$ cat src/sv/nta_pkg.sv
// shared types and constants of the neighbor table and rank block
package nta_pkg;

	localparam int DEF_TABLE_DEPTH = 32;
	localparam int ID_W            = 64;
	localparam int STRENGTH_W      = 8;
	localparam int TIME_W          = 32;

	localparam logic CMD_BEACON = 1'b0;
	localparam logic CMD_ASSIGN = 1'b1;

	typedef enum logic [2:0] {
		ST_INVALID  = 3'd0,
		ST_SELF     = 3'd1,
		ST_UPDATED  = 3'd2,
		ST_ADDED    = 3'd3,
		ST_FULL     = 3'd4,
		ST_ASSIGNED = 3'd5
	} status_t;

	typedef enum logic [2:0] {
		CFG_OWN_ID        = 3'd0,
		CFG_HIGHEST_FIRST = 3'd1,
		CFG_MAGIC_FIRST   = 3'd2,
		CFG_MAGIC_SECOND  = 3'd3,
		CFG_MIN_LENGTH    = 3'd4
	} cfg_idx_t;

	typedef enum logic [1:0] {
		S_IDLE,
		S_SWEEP,
		S_FINISH
	} state_t;

	// values seen by every cell during a sweep
	typedef struct packed {
		logic                  cmd;
		logic                  highest_first;
		logic [ID_W-1:0]       key;
		logic [STRENGTH_W-1:0] strength;
		logic [TIME_W-1:0]     now;
	} bcast_t;

	// token passed from cell to cell
	typedef struct packed {
		logic valid;
		logic found;
		logic added;
	} tok_t;

endpackage

$ cat src/sv/neighbor_table_rank_assign.sv
// top level: neighbor table as a chain of entry cells with rank assignment
// A beacon that is too short, carries a wrong magic or our own ID is answered
// in the cycle after it is taken and leaves the table alone. Every other beacon
// and every assign word runs a token down the chain of TABLE_DEPTH entry cells,
// one cell a cycle; the result is then registered and waits in the finish state
// until the output register is free. One word is in the chain at a time, and a
// new word is taken only once the output register is empty or being read in the
// same cycle.
// Configuration writes are always taken and should come only while idle.
module neighbor_table_rank_assign
	import nta_pkg::*;
#(
	parameter int TABLE_DEPTH = DEF_TABLE_DEPTH
) (
	input  logic                         clk,
	input  logic                         arst_n,
	input  logic                         in_valid,
	output logic                         in_ready,
	input  logic                         cmd,
	input  logic [7:0]                   beacon_length,
	input  logic [7:0]                   magic_first_in,
	input  logic [7:0]                   magic_second_in,
	input  logic [ID_W-1:0]              sender_id,
	input  logic signed [STRENGTH_W-1:0] signal_strength,
	input  logic [TIME_W-1:0]            now_ms,
	output logic                         out_valid,
	input  logic                         out_ready,
	output logic [2:0]                   status,
	output logic [5:0]                   logical_rank,
	output logic                         coordinator,
	output logic [5:0]                   node_total,
	output logic [6:0]                   generation_size,
	input  logic                         cfg_valid,
	output logic                         cfg_ready,
	input  logic [2:0]                   cfg_index,
	input  logic [63:0]                  cfg_data
);

	localparam int CNT_W  = $clog2(TABLE_DEPTH + 1);
	localparam int WIDE_W = CNT_W + 8;

	state_t state_q, state_d;

	logic [ID_W-1:0] own_id_q;
	logic            hf_q;
	logic [7:0]      magic_first_q;
	logic [7:0]      magic_second_q;
	logic [7:0]      min_len_q;

	logic [CNT_W-1:0] count_q;

	logic                  cmd_q;
	logic [ID_W-1:0]       key_q;
	logic [STRENGTH_W-1:0] strength_q;
	logic [TIME_W-1:0]     now_q;
	logic                  start_q;
	bcast_t                bc;

	tok_t             tok  [0:TABLE_DEPTH];
	logic [CNT_W-1:0] rank [0:TABLE_DEPTH];

	tok_t             fin_tok_q;
	logic [CNT_W-1:0] fin_rank_q;

	logic        out_valid_q;
	status_t     status_q;
	logic [5:0]  rank_out_q;
	logic        coord_q;
	logic [5:0]  total_q;
	logic [6:0]  gen_q;

	logic accept;
	logic out_free;
	logic bad_beacon;
	logic self_beacon;
	logic drop;
	logic finish_go;

	logic [WIDE_W-1:0] total_w;
	logic [WIDE_W-1:0] gen_w;
	logic [WIDE_W-1:0] rank_w;

	// config port
	assign cfg_ready = 1'b1;

	always_ff @(posedge clk or negedge arst_n) begin
		if (!arst_n) begin
			own_id_q       <= '0;
			hf_q           <= 1'b0;
			magic_first_q  <= '0;
			magic_second_q <= '0;
			min_len_q      <= '0;
		end else if (cfg_valid) begin
			unique case (cfg_index)
				CFG_OWN_ID:        own_id_q       <= cfg_data;
				CFG_HIGHEST_FIRST: hf_q           <= cfg_data[0];
				CFG_MAGIC_FIRST:   magic_first_q  <= cfg_data[7:0];
				CFG_MAGIC_SECOND:  magic_second_q <= cfg_data[7:0];
				CFG_MIN_LENGTH:    min_len_q      <= cfg_data[7:0];
				default: ;
			endcase
		end
	end

	// input checks
	always_comb begin
		out_free    = !out_valid_q || out_ready;
		bad_beacon  = (beacon_length < min_len_q) || (magic_first_in != magic_first_q)
			|| (magic_second_in != magic_second_q);
		self_beacon = sender_id == own_id_q;
		drop        = (cmd == CMD_BEACON) && (bad_beacon || self_beacon);
		accept      = in_valid && in_ready;
	end

	// next state
	always_comb begin
		state_d = state_q;
		unique case (state_q)
			S_IDLE: begin
				if (accept && !drop) state_d = S_SWEEP;
			end
			S_SWEEP: begin
				if (tok[TABLE_DEPTH].valid) state_d = S_FINISH;
			end
			S_FINISH: begin
				if (out_free) state_d = S_IDLE;
			end
			default: state_d = S_IDLE;
		endcase
	end

	// fsm outputs
	always_comb begin
		in_ready  = 1'b0;
		finish_go = 1'b0;
		unique case (state_q)
			S_IDLE:   in_ready  = out_free;
			S_SWEEP:  ;
			S_FINISH: finish_go = out_free;
			default:  ;
		endcase
	end

	always_ff @(posedge clk or negedge arst_n) begin
		if (!arst_n) begin
			state_q <= S_IDLE;
			start_q <= 1'b0;
		end else begin
			state_q <= state_d;
			start_q <= accept && !drop;
		end
	end

	// broadcast word held for the sweep
	always_ff @(posedge clk) begin
		if (accept) begin
			cmd_q      <= cmd;
			key_q      <= (cmd == CMD_ASSIGN) ? own_id_q : sender_id;
			strength_q <= signal_strength;
			now_q      <= now_ms;
		end
	end

	always_comb begin
		bc.cmd           = cmd_q;
		bc.highest_first = hf_q;
		bc.key           = key_q;
		bc.strength      = strength_q;
		bc.now           = now_q;
	end

	// cell chain
	always_comb begin
		tok[0].valid = start_q;
		tok[0].found = 1'b0;
		tok[0].added = 1'b0;
		rank[0]      = '0;
	end

	for (genvar g = 0; g < TABLE_DEPTH; g++) begin : g_cell
		nta_cell #(
			.CNT_W (CNT_W),
			.IDX   (g)
		) u_cell (
			.clk      (clk),
			.arst_n   (arst_n),
			.bc       (bc),
			.count    (count_q),
			.tok_in   (tok[g]),
			.rank_in  (rank[g]),
			.tok_out  (tok[g+1]),
			.rank_out (rank[g+1])
		);
	end

	always_ff @(posedge clk) begin
		if (tok[TABLE_DEPTH].valid) begin
			fin_tok_q  <= tok[TABLE_DEPTH];
			fin_rank_q <= rank[TABLE_DEPTH];
		end
	end

	always_ff @(posedge clk or negedge arst_n) begin
		if (!arst_n) begin
			count_q <= '0;
		end else if (finish_go && (cmd_q == CMD_BEACON) && fin_tok_q.added) begin
			count_q <= count_q + CNT_W'(1);
		end
	end

	// result word
	always_comb begin
		total_w = WIDE_W'(count_q) + WIDE_W'(1);
		gen_w   = total_w << 1;
		rank_w  = WIDE_W'(fin_rank_q);
	end

	always_ff @(posedge clk or negedge arst_n) begin
		if (!arst_n) begin
			out_valid_q <= 1'b0;
		end else if ((accept && drop) || finish_go) begin
			out_valid_q <= 1'b1;
		end else if (out_ready) begin
			out_valid_q <= 1'b0;
		end
	end

	always_ff @(posedge clk) begin
		if (accept && drop) begin
			status_q   <= bad_beacon ? ST_INVALID : ST_SELF;
			rank_out_q <= '0;
			coord_q    <= 1'b0;
			total_q    <= '0;
			gen_q      <= '0;
		end else if (finish_go) begin
			if (cmd_q == CMD_ASSIGN) begin
				status_q   <= ST_ASSIGNED;
				rank_out_q <= rank_w[5:0];
				coord_q    <= fin_rank_q == '0;
				total_q    <= total_w[5:0];
				gen_q      <= gen_w[6:0];
			end else begin
				priority if (fin_tok_q.found) begin
					status_q <= ST_UPDATED;
				end else if (fin_tok_q.added) begin
					status_q <= ST_ADDED;
				end else begin
					status_q <= ST_FULL;
				end
				rank_out_q <= '0;
				coord_q    <= 1'b0;
				total_q    <= '0;
				gen_q      <= '0;
			end
		end
	end

	assign out_valid       = out_valid_q;
	assign status          = status_q;
	assign logical_rank    = rank_out_q;
	assign coordinator     = coord_q;
	assign node_total      = total_q;
	assign generation_size = gen_q;

endmodule

$ cat src/sv/nta_cell.sv
// one table entry: id, strength and last-seen time, with its compare step
module nta_cell
	import nta_pkg::*;
#(
	parameter int CNT_W = 6,
	parameter int IDX   = 0
) (
	input  logic             clk,
	input  logic             arst_n,
	input  bcast_t           bc,
	input  logic [CNT_W-1:0] count,
	input  tok_t             tok_in,
	input  logic [CNT_W-1:0] rank_in,
	output tok_t             tok_out,
	output logic [CNT_W-1:0] rank_out
);

	logic [ID_W-1:0]       id_q;
	logic [STRENGTH_W-1:0] strength_q;
	logic [TIME_W-1:0]     last_seen_q;
	tok_t                  tok_q;
	logic [CNT_W-1:0]      rank_q;

	logic live;
	logic hit;
	logic app;
	logic ahead;

	always_comb begin
		live  = count > CNT_W'(IDX);
		hit   = tok_in.valid && (bc.cmd == CMD_BEACON) && live && !tok_in.found
			&& (id_q == bc.key);
		app   = tok_in.valid && (bc.cmd == CMD_BEACON) && !tok_in.found
			&& (count == CNT_W'(IDX));
		ahead = tok_in.valid && (bc.cmd == CMD_ASSIGN) && live
			&& (bc.highest_first ? (id_q > bc.key) : (id_q < bc.key));
	end

	always_ff @(posedge clk) begin
		if (app) begin
			id_q <= bc.key;
		end
		if (app || hit) begin
			strength_q  <= bc.strength;
			last_seen_q <= bc.now;
		end
	end

	always_ff @(posedge clk or negedge arst_n) begin
		if (!arst_n) begin
			tok_q <= '0;
		end else begin
			tok_q.valid <= tok_in.valid;
			tok_q.found <= tok_in.found | hit;
			tok_q.added <= tok_in.added | app;
		end
	end

	always_ff @(posedge clk) begin
		rank_q <= rank_in + CNT_W'(ahead);
	end

	assign tok_out  = tok_q;
	assign rank_out = rank_q;

endmodule

$ cat config.mk
export PLATFORM = sky130hd
export DESIGN_NAME = neighbor_table_rank_assign
export DESIGN_NICKNAME = d
export VERILOG_FILES = /design/src/sv/nta_pkg.sv /design/src/sv/neighbor_table_rank_assign.sv /design/src/sv/nta_cell.sv
export SDC_FILE = /design/constraint.sdc
export NUM_CORES = 2
export LEC_CHECK = 0
export BUFFER_PORTS_ARGS = -buffer_cell sky130_fd_sc_hd__buf_4
export CAP_MARGIN = 5
export CORE_ASPECT_RATIO = 1.4
export CORE_MARGIN = 5
export CORE_UTILIZATION = 60
export CTS_BUF_LIST = sky130_fd_sc_hd__clkbuf_8 sky130_fd_sc_hd__clkbuf_16
export CTS_CLUSTER_DIAMETER = 150
export DETAILED_ROUTE_END_ITERATION = 7
export GPL_TIMING_DRIVEN = 0
export PLACE_DENSITY_LB_ADDON = 0.12
export SLEW_MARGIN = 20
export SYNTH_ARGS = -nofsm -noshare
export SYNTH_HDL_FRONTEND = slang
export SYNTH_HIERARCHICAL = 1
export SYNTH_SLANG_ARGS = --single-unit
export TNS_END_PERCENT = 100
$ cat constraint.sdc
create_clock -name clk -period 19.2 [get_ports clk]
set_input_delay 3.84 -clock clk [delete_from_list [all_inputs] [get_ports clk]]
set_output_delay 3.84 -clock clk [all_outputs]
set_load 0.03 [all_outputs]
==> results.cfg <==
[global_route]
grt_pass1_wl_um = 556800
grt_max_degree = 74
grtUsageTotal_pct = 31.36
grt-ovfl-total = 0
antenna_found_initial = 10
grt_pass1_vias = 97380

[job]
cap_violations = 0

[power]
peakVddDrop_uv = 121.8
power.leakage_uw = 0.06949
power_uw = 15120
p_per_area_mw_per_mm2 = 97.45

[hold_path]
hold_path_depth = 0
hold_path_class = flip-flop to flip-flop
hp-start = g_cell[1].u_cell/tok_out[2]

[synthesis]
netlist_area_mm2 = 0.1340
syn_area_per_cell_um2 = 12.05
yosys_warnings = 6
syn_inst = 11119

[route]
met1_length_um = 141600
viasPerCell = 6.102
wl_um = 371400
highest_layer = met4
vias = 92936
first_pass_iters = 5
drc_errors = 0
wl_met3_um = 25950
met2_length_um = 177000
wl_per_cell_um = 24.38
drt_iter0_markers = 7557
drtAntennaViolNets = 0

[cts]
cts.clk_slew.worst_paths_ns = 0.06
cts_tree = done
worstSkewPairLatency_ns = 0.90
hold_buffers = 0
cts_resized = 0
cts_setup_buffers = 0
clockBufferDepth = 4
cts.sinks = 2524
htreeDepth = 4
cts-buffers-inserted = 243
cts-root-buf = clkbuf_16

[timing]
hold_ws_ns = 0.3976
final-setup-viol-count = 0
fin_skew_ns = 0.08131
relSlewSlack_pct = 19.40
setup_tns_ns = 0
rsz0062_at_grt = false
worst_slack_ns = 10.65
final_hold_viol_count = 0
tightest_slew_ns = 1.200
period_needed_ns = 8.548
slew_violations = 0
period_share_pct = 44.52
fmax_mhz = 117.0

[layout]
nFillCells = 15282
drive_above_1_share_pct = 12.83
post-route-util_pct = 69.69
area_growth_pct = 15.78
final_nets = 14447

[critical_path]
slowest_delay_ns = 0.28
critPathBufInv = 3
worstSetupStartpoint = out_ready
critPathCaptureType = output pin
r2r.worst_path.cells = 14
cpMostUsedCell = buf_4
critPathKind = input pin to output pin
path_cells = buf_4 -> nor2b_1 -> nor3_2 -> buf_6 -> buf_4
path_delay_family = buffers and inverters
crit_arrival_ns = 4.71
critPathLaunchType = input pin
r2r-start = key_q[49]
cp_slowest_cell = nor2b_1
worstPathRequired_ns = 15.36
path_depth = 5
crit_fanout = 4

[floorplan]
core_region_area_mm2 = 0.2226
design.die.area_mm2 = 0.2330
initial_utilization_pct = 60.19
fp.dieW_um = 409.4
rows = 205
ios = 227
die_y_um = 569.2

[placed_design]
place_ws_ns = 10.68
io_buffers = 184
place_congestion = 0.8265
dp.final_hpwl_um = 287000

[outcome]
status = finished clean
==> power by group <==
part	internal, uW	switching [uW]	leakage (uW)	total [uW]
clock	2610	2060	0.00410	4680
combinational	1490	2470	0.0422	3970
sequential	6280	199	0.0232	6480
total	10400	4730	0.0695	15100
==> flip-flops by register name, indices dropped and copies added (netlist names) <==
register and count:
logical_rank 6, min_len_q 8, magic_second_q 8, start_q 1, generation_size 6, hf_q 1
own_id_q 64, state_q 2, magic_first_q 8, out_valid 1, fin_tok_q 2, g_cell.u_cell/tok_out 96
cmd_q 1, key_q 64, count_q 6, status 3, g_cell.u_cell/rank_out 192, fin_rank_q 6
coordinator 1, g_cell.u_cell/id_q 2048
==> cell type report <==
cell class | instances | area, um^2 | share of cell area (%)
Clock buffer | 293 | 6915 | 4.457
Timing Repair Buffer | 747 | 9457 | 6.095
Tap cell | 2898 | 3626 | 2.337
Multi-Input combinational cell | 6436 | 53320 | 34.36
Buffer | 26 | 142.6 | 0.09193
Clock inverter | 153 | 837.1 | 0.5395
Antenna cell | 5 | 12.51 | 0.008064
Sequential cell | 2524 | 72790 | 46.91
Inverter | 2148 | 8065 | 5.198
==> layout by cell type, fill, tap and decap left out, types with 256 or more instances in the layout <==
cell       instances
nand4_1          304
ha_1            2120
nand3_1          321
nor2_1           267
a21oi_1          809
edfxtp_1        2124
buf_8            348
inv_1           2209
clkbuf_16        256
nand2_1          732
==> worst register-to-register path: stages, from the launching register on <==
cell	delay (ns)
edfxtp_1	0.82
buf_8	0.27
buf_8	0.22
inv_1	0.08
ha_1	0.30
and4_1	0.19
and4bb_1	0.26
and4_1	0.31
a211oi_1	0.88
nand2_1	0.15
o31ai_1	0.60
ha_1	0.31
ha_1	0.19
nand3_1	0.10
xnor2_1	0.13
==> metal layers <==
metal,up-vias,track usage [%]
met5,-,0
met4,0,18.73
met3,1025,3.971
met2,3580,53.37
met1,46157,38.40
li1,42174,-
==> worst paths after layout <==
path,endpoint,slack [ns]
worst max-delay path,in_ready,10.65
worst min-delay path,g_cell[2].u_cell/tok_out[2],0.40
worst max register to register,g_cell[11].u_cell/rank_out[4],14.27
worst min register to register,g_cell[2].u_cell/tok_out[2],0.40
max in group asynchronous,g_cell[9].u_cell/tok_out[0],14.99
min in group asynchronous,own_id_q[29],2.90
==> stage by stage <==
step	std cells	cell area (um^2)
3_5_place_dp	14779	147400
6_report	15230	155200
5_1_grt	15226	155200
3_3_place_gp	14216	139100
4_1_cts	15225	155100
2_1_floorplan	11134	134100
Power figures use the tool's default switching activity.
